**src/design/sorted_process_queue_unit_assert.svh**
```systemverilog
// Assertion macros used by the sorted process queue top level.
`ifndef SORTED_PROCESS_QUEUE_UNIT_ASSERT_SVH
`define SORTED_PROCESS_QUEUE_UNIT_ASSERT_SVH

// Property checked on clk_i and switched off while rst_ni is low.
`define SPQ_ASSERT(name, prop, msg) \
  name: assert property (@(posedge clk_i) disable iff (!rst_ni) (prop)) else $error(msg);

// Property checked on clk_i at every edge, reset included.
`define SPQ_ASSERT_ALWAYS(name, prop, msg) \
  name: assert property (@(posedge clk_i) (prop)) else $error(msg);

`endif

```
**src/design/spq_pkg.sv**
```systemverilog
// Types, codes and the ordering function of the sorted process queue.
`timescale 1ns / 1ps
package spq_pkg;

  localparam int unsigned QUEUE_DEPTH_DEF = 16;

  localparam int unsigned ID_W     = 8;
  localparam int unsigned TIME_W   = 16;
  localparam int unsigned PRIO_W   = 8;
  localparam int unsigned STATUS_W = 2;
  localparam int unsigned COUNT_W  = 5;

  localparam logic MODE_INSERT = 1'b0;
  localparam logic MODE_REMOVE = 1'b1;

  localparam logic [STATUS_W-1:0] STATUS_OK        = 2'd0;
  localparam logic [STATUS_W-1:0] STATUS_FULL      = 2'd1;
  localparam logic [STATUS_W-1:0] STATUS_NOT_FOUND = 2'd2;

  localparam logic POLICY_BURST = 1'b0;
  localparam logic POLICY_PRIO  = 1'b1;

  typedef struct packed {
    logic [ID_W-1:0]   id;
    logic [TIME_W-1:0] arrival;
    logic [TIME_W-1:0] burst;
    logic [PRIO_W-1:0] prio;
  } entry_t;

  // True when entry a has to stand in front of held entry b.
  function automatic logic goes_before(entry_t a, entry_t b, logic policy);
    logic res;
    if (a.arrival != b.arrival) begin
      res = (a.arrival < b.arrival);
    end else if ((policy == POLICY_PRIO) && (a.prio != b.prio)) begin
      res = (a.prio > b.prio);
    end else begin
      res = (a.burst < b.burst);
    end
    return res;
  endfunction

endpackage

```
**src/design/sorted_process_queue_unit.sv**
```systemverilog
// Top level of the sorted process queue: entry memory, walk sequencer and result register.
`timescale 1ns / 1ps
// The sorted process queue holds up to QueueDepth process entries in one
// single-port-read, single-port-write memory, kept in order of arrival time,
// with arrival ties broken by shorter burst (tie_policy 0) or by higher
// priority and then shorter burst (tie_policy 1). Each word on the input
// channel either inserts an entry (placed behind every entry equal to it) or
// removes the first entry, counted from the head, with the given id. Each
// word gives back exactly one result word with a status (ok, full, id not
// found), the count after the operation and the head entry, which reads as
// all zeros when the queue is empty. An operation walks the memory once from
// the head, one entry per cycle, reading the next entry while it writes the
// current one back one place up (insert) or down (remove); the registered
// read of that memory sets the pace. A new word is accepted only once the
// result of the last one has left the sequencer; an insert into a full
// queue skips the walk. The result register lets the next word be accepted
// while a result still waits to be taken. The memory needs no clearing after
// reset: only the first count entries are ever used. The configuration
// register is written over its own channel and is always ready; it should be
// written while the block is idle.
module sorted_process_queue_unit #(
  parameter int unsigned QueueDepth = spq_pkg::QUEUE_DEPTH_DEF
) (
  input  logic                          clk_i,
  input  logic                          rst_ni,
  // configuration write channel
  input  logic                          cfg_valid_i,
  output logic                          cfg_ready_o,
  input  logic                          cfg_wdata_i,
  // input channel
  input  logic                          in_valid_i,
  output logic                          in_ready_o,
  input  logic                          mode_i,
  input  logic [spq_pkg::ID_W-1:0]      proc_id_i,
  input  logic [spq_pkg::TIME_W-1:0]    arrival_time_i,
  input  logic [spq_pkg::TIME_W-1:0]    burst_time_i,
  input  logic [spq_pkg::PRIO_W-1:0]    priority_level_i,
  // output channel
  output logic                          out_valid_o,
  input  logic                          out_ready_i,
  output logic [spq_pkg::STATUS_W-1:0]  status_o,
  output logic [spq_pkg::COUNT_W-1:0]   queue_count_o,
  output logic                          head_valid_o,
  output logic [spq_pkg::ID_W-1:0]      head_id_o,
  output logic [spq_pkg::TIME_W-1:0]    head_arrival_o,
  output logic [spq_pkg::TIME_W-1:0]    head_burst_o,
  output logic [spq_pkg::PRIO_W-1:0]    head_priority_o
);

  import spq_pkg::*;

  `include "sorted_process_queue_unit_assert.svh"

  // Address width of the memory and width of a count that can reach the depth.
  localparam int unsigned AW = (QueueDepth > 1) ? $clog2(QueueDepth) : 1;
  localparam int unsigned CW = $clog2(QueueDepth + 1);
  localparam logic [CW-1:0] DEPTH_CNT = CW'(QueueDepth);

  // Sequencer states.
  localparam logic [1:0] ST_IDLE = 2'd0;
  localparam logic [1:0] ST_WALK = 2'd1;
  localparam logic [1:0] ST_DONE = 2'd2;

  // Control registers.
  logic [1:0]          state_q, state_d;
  logic [CW-1:0]       occ_q, occ_d;
  logic [CW-1:0]       cur_q, cur_d;
  logic                op_q, op_d;
  logic                placed_q, placed_d;
  logic                found_q, found_d;
  logic                policy_q;
  logic                out_valid_q, out_valid_d;

  // Payload registers.
  entry_t              new_q, new_d;
  entry_t              carry_q, carry_d;
  entry_t              head_q;
  logic [STATUS_W-1:0] res_status_q, res_status_d;
  logic [STATUS_W-1:0] out_status_q;
  logic [COUNT_W-1:0]  out_count_q;
  logic                out_head_valid_q;
  entry_t              out_head_q;

  // Entry memory and its ports.
  entry_t              mem [QueueDepth];
  entry_t              rdata_q;
  logic [AW-1:0]       raddr;
  logic                mem_we;
  logic [AW-1:0]       waddr;
  entry_t              wdata;

  logic                in_fire;
  logic                out_load;
  logic [CW-1:0]       cur_next;
  logic [CW-1:0]       cur_prev;
  logic [31:0]         occ_wide;
  entry_t              in_entry;

  assign cfg_ready_o = 1'b1;
  assign in_ready_o  = (state_q == ST_IDLE);
  assign in_fire     = in_valid_i && in_ready_o;

  assign in_entry.id      = proc_id_i;
  assign in_entry.arrival = arrival_time_i;
  assign in_entry.burst   = burst_time_i;
  assign in_entry.prio    = priority_level_i;

  assign cur_next = cur_q + CW'(1);
  assign cur_prev = cur_q - CW'(1);

  // While idle the head entry is fetched so that a walk starts with it in
  // hand; during a walk the entry after the current one is fetched.
  assign raddr = (state_q == ST_IDLE) ? '0 : cur_next[AW-1:0];

  // A result can leave the sequencer once the output register is free or
  // is being emptied in the same cycle.
  assign out_load = (state_q == ST_DONE) && (!out_valid_q || out_ready_i);

  always_comb begin
    state_d      = state_q;
    occ_d        = occ_q;
    cur_d        = cur_q;
    op_d         = op_q;
    placed_d     = placed_q;
    found_d      = found_q;
    new_d        = new_q;
    carry_d      = carry_q;
    res_status_d = res_status_q;
    mem_we       = 1'b0;
    waddr        = cur_q[AW-1:0];
    wdata        = new_q;

    unique case (state_q)
      ST_IDLE: begin
        if (in_fire) begin
          op_d     = mode_i;
          new_d    = in_entry;
          cur_d    = '0;
          placed_d = 1'b0;
          found_d  = 1'b0;
          if ((mode_i == MODE_INSERT) && (occ_q >= DEPTH_CNT)) begin
            res_status_d = STATUS_FULL;
            state_d      = ST_DONE;
          end else begin
            state_d = ST_WALK;
          end
        end
      end

      ST_WALK: begin
        if (cur_q == occ_q) begin
          // Past the last held entry: close the walk.
          if (op_q == MODE_INSERT) begin
            mem_we       = 1'b1;
            waddr        = occ_q[AW-1:0];
            wdata        = placed_q ? carry_q : new_q;
            occ_d        = occ_q + CW'(1);
            res_status_d = STATUS_OK;
          end else if (found_q) begin
            occ_d        = occ_q - CW'(1);
            res_status_d = STATUS_OK;
          end else begin
            res_status_d = STATUS_NOT_FOUND;
          end
          state_d = ST_DONE;
        end else begin
          if (op_q == MODE_INSERT) begin
            // Once the new entry is placed, every later entry moves up one.
            if (placed_q) begin
              mem_we  = 1'b1;
              wdata   = carry_q;
              carry_d = rdata_q;
            end else if (goes_before(new_q, rdata_q, policy_q)) begin
              mem_we   = 1'b1;
              wdata    = new_q;
              carry_d  = rdata_q;
              placed_d = 1'b1;
            end
          end else begin
            // Behind the removed entry, every entry moves down one.
            if (found_q) begin
              mem_we = 1'b1;
              waddr  = cur_prev[AW-1:0];
              wdata  = rdata_q;
            end else if (rdata_q.id == new_q.id) begin
              found_d = 1'b1;
            end
          end
          cur_d = cur_next;
        end
      end

      ST_DONE: begin
        if (out_load) begin
          state_d = ST_IDLE;
        end
      end

      default: begin
        state_d = ST_IDLE;
      end
    endcase
  end

  always_comb begin
    out_valid_d = out_valid_q;
    if (out_ready_i) begin
      out_valid_d = 1'b0;
    end
    if (out_load) begin
      out_valid_d = 1'b1;
    end
  end

  always_ff @(posedge clk_i or negedge rst_ni) begin
    if (!rst_ni) begin
      state_q     <= ST_IDLE;
      occ_q       <= '0;
      cur_q       <= '0;
      op_q        <= MODE_INSERT;
      placed_q    <= 1'b0;
      found_q     <= 1'b0;
      policy_q    <= POLICY_BURST;
      out_valid_q <= 1'b0;
    end else begin
      state_q     <= state_d;
      occ_q       <= occ_d;
      cur_q       <= cur_d;
      op_q        <= op_d;
      placed_q    <= placed_d;
      found_q     <= found_d;
      out_valid_q <= out_valid_d;
      if (cfg_valid_i && cfg_ready_o) begin
        policy_q <= cfg_wdata_i;
      end
    end
  end

  always_ff @(posedge clk_i) begin
    new_q        <= new_d;
    carry_q      <= carry_d;
    res_status_q <= res_status_d;
  end

  // Entry memory: one write and one registered read per cycle.
  always_ff @(posedge clk_i) begin
    if (mem_we) begin
      mem[waddr] <= wdata;
    end
    rdata_q <= mem[raddr];
  end

  // Copy of the head entry, kept current by watching writes to the first slot.
  always_ff @(posedge clk_i) begin
    if (mem_we && (waddr == '0)) begin
      head_q <= wdata;
    end
  end

  assign occ_wide = 32'(occ_q);

  // Result register.
  always_ff @(posedge clk_i) begin
    if (out_load) begin
      out_status_q     <= res_status_q;
      out_count_q      <= occ_wide[COUNT_W-1:0];
      out_head_valid_q <= (occ_q != '0);
      out_head_q       <= (occ_q != '0) ? head_q : '0;
    end
  end

  assign out_valid_o     = out_valid_q;
  assign status_o        = out_status_q;
  assign queue_count_o   = out_count_q;
  assign head_valid_o    = out_head_valid_q;
  assign head_id_o       = out_head_q.id;
  assign head_arrival_o  = out_head_q.arrival;
  assign head_burst_o    = out_head_q.burst;
  assign head_priority_o = out_head_q.prio;

  `SPQ_ASSERT(a_occ_bounded, occ_q <= DEPTH_CNT, "queue count above depth")
  `SPQ_ASSERT(a_occ_step, (occ_q == $past(occ_q)) || (occ_q == $past(occ_q) + CW'(1)) || (occ_q == $past(occ_q) - CW'(1)), "queue count moved by more than one")
  `SPQ_ASSERT(a_write_in_walk, mem_we |-> (state_q == ST_WALK), "memory written outside a walk")
  `SPQ_ASSERT(a_full_status, ((state_q == ST_DONE) && (res_status_q == STATUS_FULL)) |-> (occ_q == DEPTH_CNT), "full status with room left")
  `SPQ_ASSERT_ALWAYS(a_found_remove, found_q |-> (op_q == MODE_REMOVE), "match flag set on an insert")

endmodule
```
**config.mk**
```make
export PLATFORM = sky130hd
export DESIGN_NAME = sorted_process_queue_unit
export DESIGN_NICKNAME = d
export VERILOG_FILES = /design/src/design/spq_pkg.sv /design/src/design/sorted_process_queue_unit.sv
export VERILOG_INCLUDE_DIRS = /design/src /design/src/design
export SDC_FILE = /design/constraint.sdc
export NUM_CORES = 1
export LEC_CHECK = 0
export BUFFER_PORTS_ARGS = -buffer_cell sky130_fd_sc_hd__buf_2
export CAP_MARGIN = 20
export CORE_ASPECT_RATIO = 2
export CORE_MARGIN = 2
export CORE_UTILIZATION = 60
export CTS_BUF_LIST = sky130_fd_sc_hd__clkbuf_16
export CTS_CLUSTER_SIZE = 28
export DETAILED_ROUTE_END_ITERATION = 16
export GPL_ROUTABILITY_DRIVEN = 0
export GPL_TIMING_DRIVEN = 0
export MAX_ROUTING_LAYER = met4
export PLACE_DENSITY_LB_ADDON = 0.12
export SLEW_MARGIN = 40
export SYNTH_ARGS = -nofsm -noshare
export SYNTH_HDL_FRONTEND = slang
export SYNTH_SLANG_ARGS = --single-unit
export TNS_END_PERCENT = 30
```
**constraint.sdc**
```tcl
create_clock -name clk_i -period 8.3 [get_ports clk_i]
set_input_delay 2.075 -clock clk_i [delete_from_list [all_inputs] [get_ports clk_i]]
set_output_delay 2.075 -clock clk_i [all_outputs]
set_load 0.02 [all_outputs]
```
==> results of run 1 <==
kinds of logic (layout without fill, tap and decap cells):
family	Yosys count	count (layout)	synth area share [%]
flip-flops	987	987	73.7
AO/OA/AOI/OAI	429	429	7.99
AND/OR/NAND/NOR	413	413	4.99
multiplexers	291	291	8.91
buffers and inverters	203	593	2.46
adder cells (fa/ha/maj)	45	45	1.45
XOR/XNOR	18	18	0.485
other	1	3	0.00951
sequential cells by signal (all words and copies together), names as in the netlist, 2 cells and up:
register / count
carry_q: 48
cur_q: 5
head_arrival_o: 16
head_burst_o: 16
head_id_o: 8
head_priority_o: 8
mem: 768
new_q: 48
occ_q: 5
queue_count_o: 5
rdata_q: 48
res_status_q: 2
state_q: 2
status_o: 2
cells in the mapped netlist, drive strengths merged (4+ instances only):
| master | n | area, um2 |
|---|---|---|
| a221oi | 48 | 420 |
| a21oi | 70 | 350 |
| o22ai | 92 | 589 |
| o32ai | 5 | 43.8 |
| nand2b | 6 | 37.5 |
| nand2 | 113 | 445 |
| buf | 86 | 527 |
| nor4 | 4 | 31.3 |
| dfxtp | 48 | 961 |
| xnor2 | 15 | 165 |
| edfxtp | 922 | 27700 |
| clkbuf | 58 | 221 |
| a211oi | 113 | 868 |
| or3 | 6 | 37.5 |
| a222oi | 4 | 40.0 |
| nor2 | 143 | 537 |
| mux2i | 241 | 2410 |
| dfrtp | 17 | 425 |
| a311oi | 48 | 420 |
| nor2b | 100 | 626 |
| mux4 | 48 | 1080 |
| a31oi | 4 | 40.0 |
| nand3 | 21 | 118 |
| a21o | 8 | 60.1 |
| o21ai | 15 | 75.1 |
| nand4 | 10 | 62.6 |
| inv | 59 | 221 |
| ha | 44 | 551 |
worst min-delay path by stage:
| stage | endpoint | slack (ns) | depth (start not counted) |
|---|---|---|---|
| finish | status_o[1]$_DFFE_PP_ | 0.42 | 0 |
| global route | status_o[1]$_DFFE_PP_ | 0.42 | 0 |
| CTS | status_o[1]$_DFFE_PP_ | 0.42 | 0 |
| detailed placement | status_o[1]$_DFFE_PP_ | 0.40 | 0 |
| global placement | status_o[0]$_DFFE_PP_ | 0.40 | 0 |
| floorplan | status_o[0]$_DFFE_PP_ | 0.40 | 0 |
cell type report:
cell class | instances | area, um2 | area share, %
sequential | 987 | 29100 | 64.1
antenna | 2 | 5.00 | 0.0110
timing repair buffer | 236 | 1710 | 3.77
multi-input combinational | 1197 | 9730 | 21.5
tap | 877 | 1100 | 2.42
inverter | 59 | 226 | 0.499
clock buffer | 83 | 2080 | 4.58
buffer | 144 | 754 | 1.66
clock inverter | 71 | 672 | 1.48
report_power, final:
| part | internal (mW) | switching (mW) | leakage (nW) |
|---|---|---|---|
| combinational | 2.57 | 5.39 | 5.68 |
| sequential | 7.27 | 0.377 | 8.94 |
| clock | 2.18 | 1.78 | 1.37 |
| total | 12.0 | 7.55 | 16.0 |
per-layer routing:
metal	global-route usage, %	vias up	routed length [um]
li1	-	10000	-
met5	-	-	0
met2	51.5	1297	52100
met1	39.8	11800	37800
met4	13.7	0	4720
met3	6.07	252	9160
layout by cell type (no fill, tap or decap), drive strengths merged, types with 6 or more instances in the layout:
master         count
or3                6
mux2i            241
ha                44
o21ai             15
a311oi            48
a21o               8
o22ai             92
nor2             143
nand4             10
nand2b             6
inv               78
clkinv            30
nand3             21
buf              314
edfxtp           922
dfrtp             17
a21oi             70
nand2            113
a211oi           113
clkdlybuf4s18      6
dfxtp             48
clkbuf           141
mux4              48
bufinv            11
clkinvlp          11
nor2b            100
xnor2             15
a221oi            48
worst max-delay path: stages, from the launching register on:
cell             delay, ns
edfxtp_1              0.42
ha_1                  0.35
nand4_1               0.37
nor4_1                0.72
o2111ai_1             0.42
a211oi_2              0.79
nor3_4                0.26
a2111oi_2             0.72
clkdlybuf4s18_2       0.38
buf_2                 0.18
clkdlybuf4s15_2       0.27
buf_2                 0.20
clkdlybuf4s18_2       0.29
clkdlybuf4s15_2       0.27
metrics by stage:
stage / util [%] / area (um2) / setup TNS, ns
global route: 69.3 / 45300 / 0
floorplan: - / 39400 / 0
detailed placement: 65.0 / 42500 / 0
global placement: 62.8 / 41100 / -2395.35
CTS: 69.2 / 45300 / 0
finish: 69.3 / 45300 / 0
==> results.toml, run 1 <==
[routing]
vias = 23400
route.detailed.drc = 0
drt_wl_total_mm = 104
ant_nets = 0
avgRoutedWirePerCell_um = 28.4
drtIter0Drc = 2830
drtPass1Iterations = 8
via_per_inst = 6.39

[timing]
grt_setup_unrepaired = "no"
skew_ns = 0.0287
relSlewSlack_pct = 41.3
whs_ns = 0.418
fmax_ghz = 0.168
tightestPinTransition_ns = 0.880
slew_viol_final = 0
hold_viol_final = 0
period_minus_slack_ns = 5.95
setup_viol = 0
fin_ws_ns = 2.35
fin_crit_sh_pct = 71.6

[setup_path]
startpoint_type = "flop"
rr_worst_depth = 13
worstPathRequired_ns = 8.68
startpoint = "new_q[39]$_DFFE_PP_"
crit_type = "reg2reg"
crit_arrival_ns = 6.32
crit_path_end = "mem[12][19]$_DFFE_PP_"
crit_fanout = 9
endpoint_kind = "flop"
reg2reg_slack_ns = 2.35
rr_endpoint = "mem[12][19]$_DFFE_PP_"
reg2reg_from = "new_q[39]$_DFFE_PP_"

[floorplanning]
core-area_um2 = 65400
start_util_pct = 60.3
die_x_um = 185
rows = 133
die_h_um = 367
io-pin-count = 114
die_area_um2 = 67900

[clock_network]
clk_pin_slew_ns = 0.06
postCtsSetupBuffers = 0
cts.path.max_buffers = 3
cts_made_buffers = 82
cts_root_buf = "clkbuf_16"
cts_tree = "yes"
clock_latency_ns = 0.68
cts_hold_buf = 0
cts-htree-levels = 3
cts.sink_count = 987
ctsResizeCount = 0

[synthesis]
syn_nets = 2487
avgSynthCellArea_um2 = 16.5
synth_cells = 2387
ys.flop_type = "edfxtp_1"
syn_area_um2 = 39400
async_reset_ff_share_pct = 1.72
ys_ff_latch = 987
synth_edf_count = 922
synth_warnings = 0
ys_seq_area_share_pct = 73.7
yosysUniqueCellTypes = 73

[global_route]
antenna_found_initial = 2
grt-ovfl-total = 0
first_global_vias = 23000
grt_usage_pct = 32.0
grt_max_degree = 33
grt_pass1_wl_mm = 150

[power_and_ir_drop]
powerDensity_nw_per_um2 = 432
leakagePower_nw = 16.0
peakVddDrop_v = 0.000271
finalPower_mw = 19.6

[hold_path]
worst_hold_path_type = "reg2reg"
min-delay-start = "res_status_q[1]$_SDFFCE_PN0P_"

[placement]
pre_cts_ws_ns = 2.41
dp_cells = 3500
port_buffers = 112
hpwlAfterDp_mm = 71.6

[final_layout]
layout-drive-gt1-share_pct = 21.2
nets = 2807
n_fill_cell = 4344
instances_no_fill = 3656
syn2layout_area_growth_pct = 15.0

[outcome]
status = "complete, no violations"

[job]
maxCapViolCount = 0
(Power assumes the default switching activity.)
==> run 2, diff against run 1 <==
--- a/config.mk
+++ b/config.mk
@@ -6,6 +6,7 @@
 export SDC_FILE = /design/constraint.sdc
 export NUM_CORES = 1
 export LEC_CHECK = 0
+export ABC_AREA = 1
 export BUFFER_PORTS_ARGS = -buffer_cell sky130_fd_sc_hd__buf_2
 export CAP_MARGIN = 20
 export CORE_ASPECT_RATIO = 2
==> constraint.sdc (replaced) <==
create_clock -name clk_i -period 5.49 [get_ports clk_i]
set_input_delay 1.3725 -clock clk_i [delete_from_list [all_inputs] [get_ports clk_i]]
set_output_delay 1.3725 -clock clk_i [all_outputs]
set_load 0.02 [all_outputs]
==> run 2 against run 1 <==
  * Power increased by 28%
  * Final area hardly changed
  * Non-clock buffer count down 21
  * Wire length is 20% higher
  * Clock power increased by 40%
  * Synthesized cell count is 29% higher
  * Critical path depth stayed put
  * Critical endpoint is now rdata_q[39]$_DFF_P_
  * Largest cell class unchanged
  * Largest power group is now registers
==> results.toml, run 2 <==
[setup_path]
startpoint = "cur_q[0]$_DFFE_PN0P_"
cp_slowest_cell = "o311ai_1"
crit_top_cell = "buf_2"
slowest_delay_ns = 0.65
crit_path_end = "rdata_q[39]$_DFF_P_"
worstPathRequired_ns = 6.03
crit_arrival_ns = 5.53
path_depth = 13
cp_top_family = "buffers and inverters"
reg2reg_from = "cur_q[0]$_DFFE_PN0P_"
rr_worst_depth = 13
critical_path_buf_inv_count = 8
startpoint_type = "flop"
crit_type = "reg2reg"
crit_fanout = 10
cp_cell_sequence = "buf_2 > inv_1 > buf_2 > buf_2 > buf_2 > ha_1 > nand2_2 > inv_2 > buf_2 > clkbuf_1 > o311ai_1 > nand3_1 > o21ai_1"
reg2reg_slack_ns = 0.50
endpoint_kind = "flop"
rr_endpoint = "rdata_q[39]$_DFF_P_"

[timing]
relSlewSlack_pct = 34.0
fmax_ghz = 0.201
period_minus_slack_ns = 4.99
setup_viol = 0
skew_ns = 0.0302
fin_ws_ns = 0.503
tightestPinTransition_ns = 0.991
grt_setup_unrepaired = "no"
whs_ns = 0.424
fin_crit_sh_pct = 90.8
slew_viol_final = 0
hold_viol_final = 0
setup-tns-final_ns = 0

[routing]
drtIter0Drc = 3483
route.detailed.drc = 0
avgRoutedWirePerCell_um = 29.2
ant_nets = 0
via_per_inst = 6.40
vias = 27400
drtPass1Iterations = 8
drt_wl_total_mm = 125

[clock_network]
cts-htree-levels = 3
cts.sink_count = 987
cts_tree = "yes"
clk_pin_slew_ns = 0.07
cts_hold_buf = 0
clock_latency_ns = 0.67
postCtsSetupBuffers = 0
cts_made_buffers = 83
cts.path.max_buffers = 3
ctsResizeCount = 0
cts_root_buf = "clkbuf_16"

[power_and_ir_drop]
leakagePower_nw = 16.3
powerDensity_nw_per_um2 = 554
finalPower_mw = 25.1
peakVddDrop_v = 0.000449

[floorplanning]
io-pin-count = 114
die_area_um2 = 67800
die_x_um = 185
die_h_um = 366
core-area_um2 = 64900
start_util_pct = 60.7
rows = 132

[synthesis]
syn_nets = 3176
syn_area_um2 = 39400
synth_edf_count = 922
synth_most_common_cell = "edfxtp_1"
synth_warnings = 0
synth_top_area_share_pct = 70.3
synth_cells = 3076
ys_top_cells_by_area = "edfxtp_1, nor2_1, o21ai_0"
ys.flop_type = "edfxtp_1"
yosysTopAreaCell = "edfxtp_1"
async_reset_ff_share_pct = 1.72
yosysUniqueCellTypes = 50
ys_seq_area_share_pct = 73.8
synth_commonest_cells = "edfxtp_1, nor2_1, o21ai_0"
avgSynthCellArea_um2 = 12.8
ys_ff_latch = 987

[global_route]
grt_usage_pct = 38.4
grt_max_degree = 33
grt-ovfl-total = 0
grt_pass1_wl_mm = 178
first_global_vias = 27100
antenna_found_initial = 2

[placement]
dp_cells = 4125
dpl-instance-area_um2 = 42800
pre_cts_ws_ns = 0.663
port_buffers = 112
hpwlAfterDp_mm = 89.0

[hold_path]
worst_hold_path_type = "reg2reg"
min-delay-start = "res_status_q[0]$_SDFFCE_PN1P_"

[final_layout]
syn2layout_area_growth_pct = 15.1
final_cell_mix = "edfxtp_1, nor2_1, o21ai_0, inv_1, nand2_1"
final_common_cell = "edfxtp_1"
postLayoutCellArea_um2 = 45300
layout-drive-gt1-share_pct = 14.4
top_register = "mem"
finalCoreUtilization_pct = 69.8
nets = 3439
instances_no_fill = 4277
largest_reg_flops = 768

[outcome]
status = "complete, no violations"

[job]
maxCapViolCount = 0
[run 2: cell types whose count changed after synthesis, moves of 48 or more]
cell	before	now
mux2i_1	241	3
nand2_1	110	186
o21ai_0	14	253
a311oi_1	48	0
nand3_1	20	98
mux4_2	48	0
nor2b_1	100	0
inv_1	55	172
o311ai_1	0	52
nor2_1	143	729
a211oi_1	109	0
o311ai_0	0	104
[run 2: routing by layer]
metal / vias to the layer above / GRT usage (%) / share of wire [%]
li1: 11600 / - / -
met4: 0 / 32.9 / 11
met5: - / - / 0
met2: 1913 / 60.9 / 48
met3: 606 / 7.61 / 9.2
met1: 13200 / 40.9 / 32
[run 2: cell type report]
class	instances	area, um2
plain buffers	181	841
flip-flops and latches	987	29100
well taps	871	1090
multi-input cells	1728	9170
clock buffers	86	2150
fillers	4447	19600
inverters	180	678
repair buffers	178	1990
clock inverters	64	312
diodes	2	5.00
[run 2: how the worst min path moves through the flow]
stage                     slack [ns]                     to  cells after the start
after floorplan                 0.40  status_o[0]$_DFFE_PP_                      0
after global placement          0.40  status_o[0]$_DFFE_PP_                      0
after detailed placement        0.41  status_o[0]$_DFFE_PP_                      0
after CTS                       0.42  status_o[0]$_DFFE_PP_                      0
after global routing            0.43  status_o[0]$_DFFE_PP_                      0
final                           0.42  status_o[0]$_DFFE_PP_                      0
[run 2: logic make-up (layout without fill, tap and decap cells)]
logic type | after synthesis | count (layout) | synth area share, %
xor gates and xnor gates | 15 | 15 | 0.334
muxes | 4 | 4 | 0.105
adders and majority gates | 45 | 45 | 1.45
other | 1 | 3 | 0.00952
AOI/OAI and AO/OA | 597 | 597 | 9.55
and+or+nand+nor | 1066 | 1066 | 10.9
buffers and inverters | 361 | 689 | 3.83
DFF | 987 | 987 | 73.8
[run 2: where the power goes]
| group | internal [mW] | leakage [nW] | switching, mW |
|---|---|---|---|
| Clock | 2.88 | 1.30 | 2.67 |
| Sequential | 9.97 | 8.95 | 0.456 |
| Combinational | 2.21 | 6.02 | 6.93 |
| Total | 15.1 | 16.3 | 10.1 |
[run 2: worst register-to-register path: stages (launching register included)]
cell	delay (ns)
dfrtp_1	0.39
buf_2	0.22
inv_1	0.12
buf_2	0.40
buf_2	0.59
buf_2	0.43
ha_1	0.36
nand2_2	0.23
inv_2	0.07
buf_2	0.28
clkbuf_1	0.35
o311ai_1	0.65
nand3_1	0.45
o21ai_1	0.32
